## config.mk

```make
export PLATFORM = sky130hd
export DESIGN_NAME = sensor_frame_deframer
export DESIGN_NICKNAME = d
export VERILOG_FILES = /design/src/rtl/sfd_pkg.sv /design/src/rtl/sfd_parser.sv /design/src/rtl/sfd_out_reg.sv /design/src/rtl/sensor_frame_deframer.sv
export SDC_FILE = /design/constraint.sdc
export NUM_CORES = 1
export LEC_CHECK = 0
export BUFFER_PORTS_ARGS = -buffer_cell sky130_fd_sc_hd__buf_2
export CORE_ASPECT_RATIO = 1.75
export CORE_UTILIZATION = 55
export DETAILED_ROUTE_END_ITERATION = 6
export PLACE_DENSITY = 0.87
export SYNTH_ARGS = -nofsm -noshare
export SYNTH_HDL_FRONTEND = slang
export SYNTH_SLANG_ARGS = --single-unit
```

## constraint.sdc

```tcl
create_clock -name clk -period 24.6 [get_ports clk]
set_input_delay 4.92 -clock clk [delete_from_list [all_inputs] [get_ports clk]]
set_output_delay 4.92 -clock clk [all_outputs]
set_load 0.005 [all_outputs]
```

## src/rtl/sfd_pkg.sv

```systemverilog
`default_nettype none
package sfd_pkg;

  localparam int unsigned FRAME_LEN  = 31;
  localparam int unsigned NUM_WORDS  = 6;
  localparam int unsigned POS_W      = 5;
  localparam int unsigned WORD_IDX_W = 3;

  localparam logic [POS_W-1:0] POS_HUNT   = 5'd0;
  localparam logic [POS_W-1:0] POS_FIRST  = 5'd1;
  localparam logic [POS_W-1:0] POS_IDX_HI = 5'd3;
  localparam logic [POS_W-1:0] POS_IDX_LO = 5'd4;
  localparam logic [POS_W-1:0] POS_WORD0  = 5'd5;
  localparam logic [POS_W-1:0] POS_WORDN  = 5'd28;
  localparam logic [POS_W-1:0] POS_CSUM   = 5'd29;
  localparam logic [POS_W-1:0] POS_TAIL   = 5'd30;

  localparam int unsigned CFG_IDX_W = 8;
  localparam logic [CFG_IDX_W-1:0] REG_HEADER = 8'd0;
  localparam logic [CFG_IDX_W-1:0] REG_TAIL   = 8'd1;

  localparam logic [7:0] HEADER_RST = 8'h55;
  localparam logic [7:0] TAIL_RST   = 8'hAA;

  localparam int unsigned OUT_DATA_W = 16 + 32 * NUM_WORDS;

  typedef enum logic [1:0] {
    ST_OK       = 2'd0,
    ST_BAD_TAIL = 2'd1,
    ST_BAD_CSUM = 2'd2
  } frame_status_t;

  typedef struct packed {
    frame_status_t   status;
    logic [5:0][31:0] words;
    logic [15:0]     frame_index;
  } sfd_result_t;

  typedef struct packed {
    logic valid;
    logic free;
  } sfd_out_stat_t;

endpackage
`default_nettype wire

```

## src/rtl/sfd_parser.sv

```systemverilog
`default_nettype none
module sfd_parser
  import sfd_pkg::*;
(
  input  wire logic        clk,
  input  wire logic        rst_n,
  input  wire logic        step,
  input  wire logic [7:0]  byte_in,
  input  wire logic [7:0]  header_byte,
  input  wire logic [7:0]  tail_byte,
  output logic             is_tail,
  output sfd_result_t      result
);

  logic [POS_W-1:0]      pos_r, pos_nxt;
  logic [7:0]            sum_r, sum_nxt;
  logic [15:0]           idx_r, idx_nxt;
  logic [7:0]            csum_r;
  logic [31:0]           words_r [NUM_WORDS];
  logic [POS_W-1:0]      off;
  logic [WORD_IDX_W-1:0] w_idx;
  logic [1:0]            b_sel;
  logic                  in_words;

  assign off      = pos_r - POS_WORD0;
  assign w_idx    = off[4:2];
  assign b_sel    = off[1:0];
  assign in_words = pos_r inside {[POS_WORD0:POS_WORDN]};
  assign is_tail  = (pos_r == POS_TAIL);

  always_comb begin
    pos_nxt = pos_r;
    sum_nxt = sum_r;
    idx_nxt = idx_r;
    if (pos_r == POS_HUNT) begin
      if (byte_in == header_byte) begin
        pos_nxt = POS_FIRST;
        sum_nxt = 8'd0;
      end
    end else begin
      if (pos_r == POS_IDX_HI) begin
        idx_nxt = {byte_in, idx_r[7:0]};
      end else if (pos_r == POS_IDX_LO) begin
        idx_nxt = {idx_r[15:8], byte_in};
      end else if (in_words) begin
        sum_nxt = sum_r + byte_in;
      end
      pos_nxt = is_tail ? POS_HUNT : pos_r + POS_FIRST;
    end
  end

  always_ff @(posedge clk) begin
    if (!rst_n) begin
      pos_r <= POS_HUNT;
      sum_r <= 8'd0;
      idx_r <= 16'd0;
    end else if (step) begin
      pos_r <= pos_nxt;
      sum_r <= sum_nxt;
      idx_r <= idx_nxt;
    end
  end

  always_ff @(posedge clk) begin
    if (step && in_words) begin
      words_r[w_idx][{b_sel, 3'b000} +: 8] <= byte_in;
    end
    if (step && pos_r == POS_CSUM) begin
      csum_r <= byte_in;
    end
  end

  always_comb begin
    result.frame_index = idx_r;
    for (int k = 0; k < NUM_WORDS; k++) begin
      result.words[k] = words_r[k];
    end
    if (byte_in != tail_byte) begin
      result.status = ST_BAD_TAIL;
    end else if (csum_r != sum_r) begin
      result.status = ST_BAD_CSUM;
    end else begin
      result.status = ST_OK;
    end
  end

endmodule
`default_nettype wire

```

## src/rtl/sfd_out_reg.sv

```systemverilog
`default_nettype none
module sfd_out_reg
  import sfd_pkg::*;
(
  input  wire logic                  clk,
  input  wire logic                  rst_n,
  input  wire logic                  load,
  input  wire sfd_result_t           result,
  input  wire logic                  out_tready,
  output sfd_out_stat_t              stat,
  output logic [OUT_DATA_W-1:0]      out_tdata,
  output logic [1:0]                 out_tuser
);

  logic        valid_r;
  sfd_result_t res_r;

  always_ff @(posedge clk) begin
    if (!rst_n) begin
      valid_r <= 1'b0;
    end else if (load) begin
      valid_r <= 1'b1;
    end else if (out_tready) begin
      valid_r <= 1'b0;
    end
  end

  always_ff @(posedge clk) begin
    if (load) begin
      res_r <= result;
    end
  end

  assign stat.valid = valid_r;
  assign stat.free  = !valid_r || out_tready;
  assign out_tdata  = {res_r.words, res_r.frame_index};
  assign out_tuser  = res_r.status;

endmodule
`default_nettype wire

```

## src/rtl/sensor_frame_deframer.sv

```systemverilog
// Sensor frame deframer.
// in_*  : one received byte per beat (in_tdata). Bytes are dropped until the
//         header byte is seen; the next 30 bytes are taken by position.
// out_* : one beat per frame, emitted at the tail position, good or bad.
//         out_tuser carries the status: 0 ok, 1 bad tail, 2 bad checksum.
// cfg_* : register writes (0 header byte, 1 tail byte), always ready; write
//         only while no frame is in flight. Other indexes are ignored.
// Throughput: one byte per cycle unless a tail byte waits on a held result; set
// by the single byte register feeding the position counter and capture logic.
// Result path: the tail beat passes through the input register, then the
// result register, which holds the frame result shown on out_*.
// Stall: the result register holds the frame while out_tready is low; bytes
// keep flowing until a second tail byte reaches the input register, which
// then waits and drops in_tready.
// Reset: hunting for a header, no result pending, header 0x55, tail 0xAA.
`default_nettype none
module sensor_frame_deframer
  import sfd_pkg::*;
(
  input  wire logic                  clk,
  input  wire logic                  rst_n,
  input  wire logic                  in_tvalid,
  output logic                       in_tready,
  input  wire logic [7:0]            in_tdata,   // rx_byte
  output logic                       out_tvalid,
  input  wire logic                  out_tready,
  // frame_index[15:0], force_x, force_y, force_z, torque_x, torque_y, torque_z
  output logic [OUT_DATA_W-1:0]      out_tdata,
  output logic [1:0]                 out_tuser,  // frame_status
  input  wire logic                  cfg_valid,
  output logic                       cfg_ready,
  input  wire logic [CFG_IDX_W-1:0]  cfg_index,
  input  wire logic [7:0]            cfg_data
);

  logic          in_valid_r;
  logic [7:0]    in_byte_r;
  logic [7:0]    header_r;
  logic [7:0]    tail_r;
  logic          is_tail;
  logic          advance;
  sfd_result_t   result;
  sfd_out_stat_t ostat;

  assign cfg_ready = 1'b1;
  assign advance   = in_valid_r && (!is_tail || ostat.free);
  assign in_tready = !in_valid_r || advance;

  always_ff @(posedge clk) begin
    if (!rst_n) begin
      header_r <= HEADER_RST;
      tail_r   <= TAIL_RST;
    end else if (cfg_valid) begin
      if (cfg_index == REG_HEADER) begin
        header_r <= cfg_data;
      end else if (cfg_index == REG_TAIL) begin
        tail_r <= cfg_data;
      end
    end
  end

  always_ff @(posedge clk) begin
    if (!rst_n) begin
      in_valid_r <= 1'b0;
    end else if (in_tready) begin
      in_valid_r <= in_tvalid;
    end
  end

  always_ff @(posedge clk) begin
    if (in_tready && in_tvalid) begin
      in_byte_r <= in_tdata;
    end
  end

  sfd_parser u_parser (
    .clk         (clk),
    .rst_n       (rst_n),
    .step        (advance),
    .byte_in     (in_byte_r),
    .header_byte (header_r),
    .tail_byte   (tail_r),
    .is_tail     (is_tail),
    .result      (result)
  );

  sfd_out_reg u_out (
    .clk        (clk),
    .rst_n      (rst_n),
    .load       (advance && is_tail),
    .result     (result),
    .out_tready (out_tready),
    .stat       (ostat),
    .out_tdata  (out_tdata),
    .out_tuser  (out_tuser)
  );

  assign out_tvalid = ostat.valid;

endmodule
`default_nettype wire

```

# Yosys cells after proc, flatten, opt, wreduce, memory -nomap -nowiden
# Memories as Yosys holds them, arrays and structs flattened. A register that Yosys moved wholly into a read port is not among the register bits.
# Cells that the tools add are included.
# word_totals
reg_bits	81
latch_bits	0
mem_bits_rw	192
mem_bits_ro	0
out_inout_bits	213
word_cells	72
memories	1
# memory_table
name	depth	word_bits	read_ports	rd_clocked_by_memory_dff	write_ports	line_no	text
u_parser.words_r	6	32	6	6	1	sfd_parser.sv:19	logic [31:0] words_r [NUM_WORDS];
# classes
addsub	4
multipliers	0
div	0
n_lt_le_gt_ge	2
eq_ne	11
shifts	2
muxes	15
bitwise_logic	3
n_reduce_logical	22
# op_table
op	count
$mux W8	6
$mux W32	1
$shift A8 B7 Y32 const A	1
$shiftx A8 B7 Y32	1
$mux W16	1
$ne A8 B8 Y1	2
$mux W5	3
$eq A5 B5 Y1 const B	2
$add A8 B8 Y8	1
$eq A8 B1 Y1 const B	1
$eq A8 B8 Y1	1
$logic_not A8 Y1	1
$neg A5 Y7	1
$logic_and A1 B1 Y1	6
$reduce_and A3 Y1	2
$add A5 B1 Y5 const B	1
$eq A5 B2 Y1 const B	1
$eq A5 B3 Y1 const B	1
$ge A5 B3 Y1 const B	1
$le A5 B5 Y1 const B	1
$logic_not A5 Y1	1
$reduce_and A5 Y1	1
$sub A5 B3 Y5 const B	1
$ne A2 B1 Y1 const B	2
9 further kinds	19

# Logic depth before layout (Yosys ltp)
# logic_depth
depth_word	7
depth_mapped	8

# Modules after synthesis
# A second synthesis with hierarchy kept.
# unflattened
hier_cells	817
area_unflattened_um2	15787.6
# modules_own_cells
mod	instances	cells_each	area_per_inst_um2
sfd_parser	1	512	8386.8
sfd_out_reg	1	215	6362.4
sensor_frame_deframer	1	90	1038.5

# Worst setup path after synthesis
# Ideal clock, no wire load.
# synth_path
kind	input port to flip-flop
startpoint	input port out_tready
endpoint	register out_tdata[100] (netlist name)
setup_time_ns	0.785
t_arrival_ns	14.008
slack_ns	9.807
cell_stages	3
path_buffers	0
cell_sequence	nand2b_1 -> o21ai_0 -> nor2_1
# synth_via
elab_chain_cells	4
# synth_rtl
item	line_no	text
from (decl)	sensor_frame_deframer.sv:26	input wire logic out_tready,
$logic_or A1 B1 Y1	sfd_out_reg.sv:35	assign stat.free = !valid_r || out_tready;
$logic_or A1 B1 Y1	sensor_frame_deframer.sv:46	assign advance = in_valid_r && (!is_tail || ostat.free);
$logic_and A1 B1 Y1	sensor_frame_deframer.sv:46	
$logic_and A1 B1 Y1	sensor_frame_deframer.sv:90	.load (advance && is_tail),
net u_out.load	sfd_out_reg.sv:7	input wire logic load,
# The timed path passes the listed nets, and every way through them passes these cells.
# A chain may end at the register's enable or synchronous reset.

# Final worst setup path
# layout_path
startpoint	input port out_tready
endpoint	output port in_tready
# layout_via
elab_chain_cells	4
# layout_rtl
item	line_no	text
$logic_or A1 B1 Y1	sfd_out_reg.sv:35	
$logic_or A1 B1 Y1	sensor_frame_deframer.sv:46	
$logic_and A1 B1 Y1	sensor_frame_deframer.sv:46	
$logic_or A1 B1 Y1	sensor_frame_deframer.sv:47	assign in_tready = !in_valid_r || advance;
to (decl)	sensor_frame_deframer.sv:23	output logic in_tready,
# No other way between the ends.

==> results.tsv <==
stage	metric	value	unit
power	Comb power frac	0.8	%
detailed_routing	Routed Antenna Nets	0	
synth	Mapped Cells	801	
synth	Synth cell types	53	
detailed_routing	via count	7720	
placed_design	GPL Wtd Cong	0.8333	
setup_path	reg2reg start	u_parser.pos_r[0]	
layout	Area growth, synth to finish	18.09	%
setup_path	worst reg2reg endpoint	out_tdata[155]	
detailed_routing	DRC	0	
synth	async set or reset register ratio after synthesis	0	%
clocking	CTS tree	yes	
power	Static Leak	0.006632	uW
sta	worst slew pin tran	1.170	ns
global_route	pin count of the biggest net entering global routing	97	
power	Clk pwr share	41.1	%
global_route	GR Util All Layers	21.65	%
sta	setup slack after layout	13.91	ns
sta	fin crit share	43.44	%
setup_path	Critical Path Sink	in_tready	
global_route	GRT Residual Overflow	0	
outcome	status	complete, no violations	
detailed_routing	via-per-instance ratio	5.280	
synth	Synth Area per Inst	19.57	sq um
setup_path	crit path DAT	5.77	ns
detailed_routing	1st-iter DRT viols	716	
setup_path	worst-path maximum fanout	5	
power	Max VDD drop	60.50	uV
floorplan	Die Y	225.3	microns
synth	Seq/Total Area, Yosys	86.07	%
sta	minimum clock period	10.69	ns
setup_path	crit start category	input port	
floorplan	die width	129.6	microns
setup_path	r2r setup slk	20.55	ns
placed_design	I/O Buffers	240	
sta	Fin Hold WS	0.4129	ns
setup_path	WS Path Type	in2out	
clocking	hold_buf cts	0	
job	max cap viols	0	
synth	Synth Warn #	0	
detailed_routing	Post-Route WL	31370	microns
detailed_routing	Avg WL per Cell	21.45	microns
power	PwrDens	79.80	nW/um^2
setup_path	WP buf/inv	2	
synth	post-synth net total	844	
floorplan	core box area	27970	sq um
setup_path	Crit-path slowest cell	or3_1	
global_route	first-pass GRT wire length	44810	microns
placed_design	Placement Setup Slack	13.90	ns
global_route	antenna violations before repair	0	
setup_path	Crit path max-delay family	simple AND/OR/NAND/NOR gates	
sta	Final setup viols	0	
setup_path	r2r worst-path depth	7	
clocking	CTS resizes	0	
sta	Worst Skew	0.02770	ns
sta	hold violation count in the final report	0	
setup_path	Setup crit end kind	output pin	
clocking	setup bufs post-CTS	0	
placed_design	Placed Cells	1394	
clocking	Num CTS Buffers	38	
sta	unrepaired setup endpoints after global routing	false	
setup_path	Critical Path Source	out_tready	
setup_path	CP max stage delay	0.39	ns
sta	total negative slack	0	ns
sta	Final Max Tran Viols	0	
power	internal power	1205	uW
worst_hold_path	Hold Path Class	reg2reg	
power	switching part of the total	18.46	%
layout	post-route insts no fill	1462	
synth	largest cells by area after synthesis	edfxtp_1, dfxtp_1, mux2i_1, xor2_1, nor2_1	
clocking	Clock Latency Late Sink	0.54	ns
detailed_routing	TritonRoute pass-1 iters	6	
layout	post-layout util	66.18	%
power	Flop pwr share	58.0	%
placed_design	post-DP HPWL	20900	microns
floorplan	Site Rows	81	
setup_path	crit-path cells	buf_2, nand2b_1, or3_1, buf_2	
synth	Most used DFF post-synth	edfxtp_1	
sta	worst rel slew slack	22.02	%
clocking	clk sinks	465	
synth	biggest area consumer among synthesized cells	edfxtp_1	
sta	Max Clock Freq	0.09359	GHz
clocking	CTS Root Buffer Type	clkbuf_16	
global_route	vias in the first global route	7493	
clocking	CTS max path bufs	3	
floorplan	die footprint	29210	sq um
synth	Yosys reg bits	465	
synth	Post-synth EDFFs	418	
floorplan	# IOs	242	
setup_path	CP Depth	4	
layout	# nets final	1104	
synth	top cell type's share of synthesized area	80.07	%
clocking	CTS H-tree lvls	2	
layout	fill cell count	1858	
synth	synthesized area	15680	sq um
setup_path	Top cell by count, worst path	buf_2	
power	P_sw	272.7	uW
layout	layout cells sized above 1	28.68	%
setup_path	Worst Path Required	19.68	ns
clocking	clk slew on worst S/H paths	0.07	ns
floorplan	Starting Density	56.04	%
## power groups by stage
| stage | clock (uW) | combinational [uW] | sequential [uW] |
|---|---|---|---|
| 2_1_floorplan | 0 | 10.3 | 869 |
| 3_3_place_gp | 0 | 11.8 | 875 |
| 3_5_place_dp | 0 | 12.4 | 875 |
| 4_1_cts | 617 | 12.5 | 857 |
| 5_1_grt | 642 | 13.8 | 857 |
| 6_report | 607 | 12.5 | 857 |
## worst register-to-register path, cell delays in order, from the launching register on
cell,delay [ns]
dfxtp_1,0.61
inv_1,0.18
ha_1,0.33
nand4_2,0.25
o21ai_0,0.37
nor2_4,0.19
buf_4,0.62
buf_4,0.98
## worst min-delay path by stage
stage	slack [ns]	from	depth (start not counted)	to
floorplan	0.40	u_parser.words_r[2][20]	0	out_tdata[100]
global route	0.42	u_parser.words_r[4][8]	0	out_tdata[152]
detailed placement	0.40	u_parser.words_r[2][25]	0	out_tdata[105]
global placement	0.40	u_parser.words_r[5][14]	0	out_tdata[190]
finish	0.41	u_parser.words_r[5][17]	0	out_tdata[193]
CTS	0.42	u_parser.words_r[2][17]	0	out_tdata[97]
## metrics by stage
stage	instance area, sq um	total power (uW)
2_1_floorplan	15680	879.4
5_1_grt	18510	1513
3_3_place_gp	17250	886.6
4_1_cts	18510	1487
3_5_place_dp	17250	887.3
6_report	18510	1477
## placed cells by master, fill, tap and decap left out, types with 3 or more instances in the layout
| cell | n |
|---|---|
| o21ai_0 | 17 |
| bufinv_16 | 4 |
| clkbuf_1 | 6 |
| clkbuf_16 | 39 |
| a32oi_1 | 3 |
| nand4_1 | 5 |
| xor2_1 | 28 |
| dfxtp_1 | 47 |
| clkinvlp_4 | 3 |
| ha_1 | 13 |
| nor2_1 | 59 |
| buf_4 | 4 |
| nor3_1 | 5 |
| nand3_1 | 12 |
| inv_1 | 8 |
| mux2i_1 | 32 |
| edfxtp_1 | 418 |
| nor4_1 | 7 |
| clkbuf_8 | 5 |
| o211ai_1 | 5 |
| clkinv_2 | 5 |
| nand2b_1 | 3 |
| nand2_1 | 20 |
| clkinv_1 | 4 |
| and3_1 | 3 |
| or3_1 | 4 |
| and2_1 | 33 |
| buf_2 | 240 |
| a21oi_1 | 19 |
## metal layers
layer / global-route usage [%] / wire length [microns] / vias to the layer above
li1: - / - / 3556
met1: 23.79 / 10980 / 3800
met2: 40.54 / 17690 / 304
met3: 3.300 / 1660 / 60
met4: 9.415 / 1028 / 0
met5: 0 / 0 / -
## Yosys cell counts (2+ instances only)
master     count
xor2_1        28
nor3_1         5
xnor2_1        2
nor2_1        60
a32oi_1        3
mux2i_1       32
nand4_2        2
edfxtp_1     418
buf_4          3
buf_6          3
o2111ai_1      2
nor3b_1        2
o211a_1        2
and3_1         3
and2_1        33
nor2b_1        2
ha_1          13
nand4_1        5
o211ai_1       5
nor4_1         7
inv_1          8
or3_1          4
clkbuf_1      11
nand2b_1       3
buf_2          6
o21ai_0       17
nand2_1       20
nand4b_1       2
nand3_1       12
dfxtp_1       47
a21oi_1       19
## sequential cells by signal, indices dropped and copies added, names as in the netlist
signal,cells
u_parser.csum_r,8
u_out.valid_r,1
u_out.out_tuser,2
in_byte_r,8
u_parser.words_r,192
u_parser.sum_r,8
tail_r,8
u_parser.idx_r,16
out_tdata,192
u_parser.pos_r,5
header_r,8
u_out.out_tdata,16
in_valid_r,1
## layout make-up
class | instances | area [sq um] | area share [%]
flip-flops and latches | 465 | 13490 | 72.88
multi-input cells | 303 | 2026 | 10.94
repair buffers | 244 | 1231 | 6.650
clock buffers | 50 | 1067 | 5.765
well taps | 373 | 466.7 | 2.521
clock inverters | 17 | 192.7 | 1.041
inverters | 9 | 33.78 | 0.1825
diodes | 1 | 2.502 | 0.01352
## cells by family (layout without fill, tap and decap cells)
family,after synthesis,after routing,share of synthesized area [%]
other,1,2,0.02392
DFF,465,465,86.07
and+or+nand+nor,167,167,5.475
xor gates and xnor gates,30,30,1.676
buffers and inverters,33,320,1.054
AOI/OAI and AO/OA,58,58,2.419
adders and majority gates,14,14,1.165
muxes,33,33,2.115
Power figures use the tool's default switching activity.
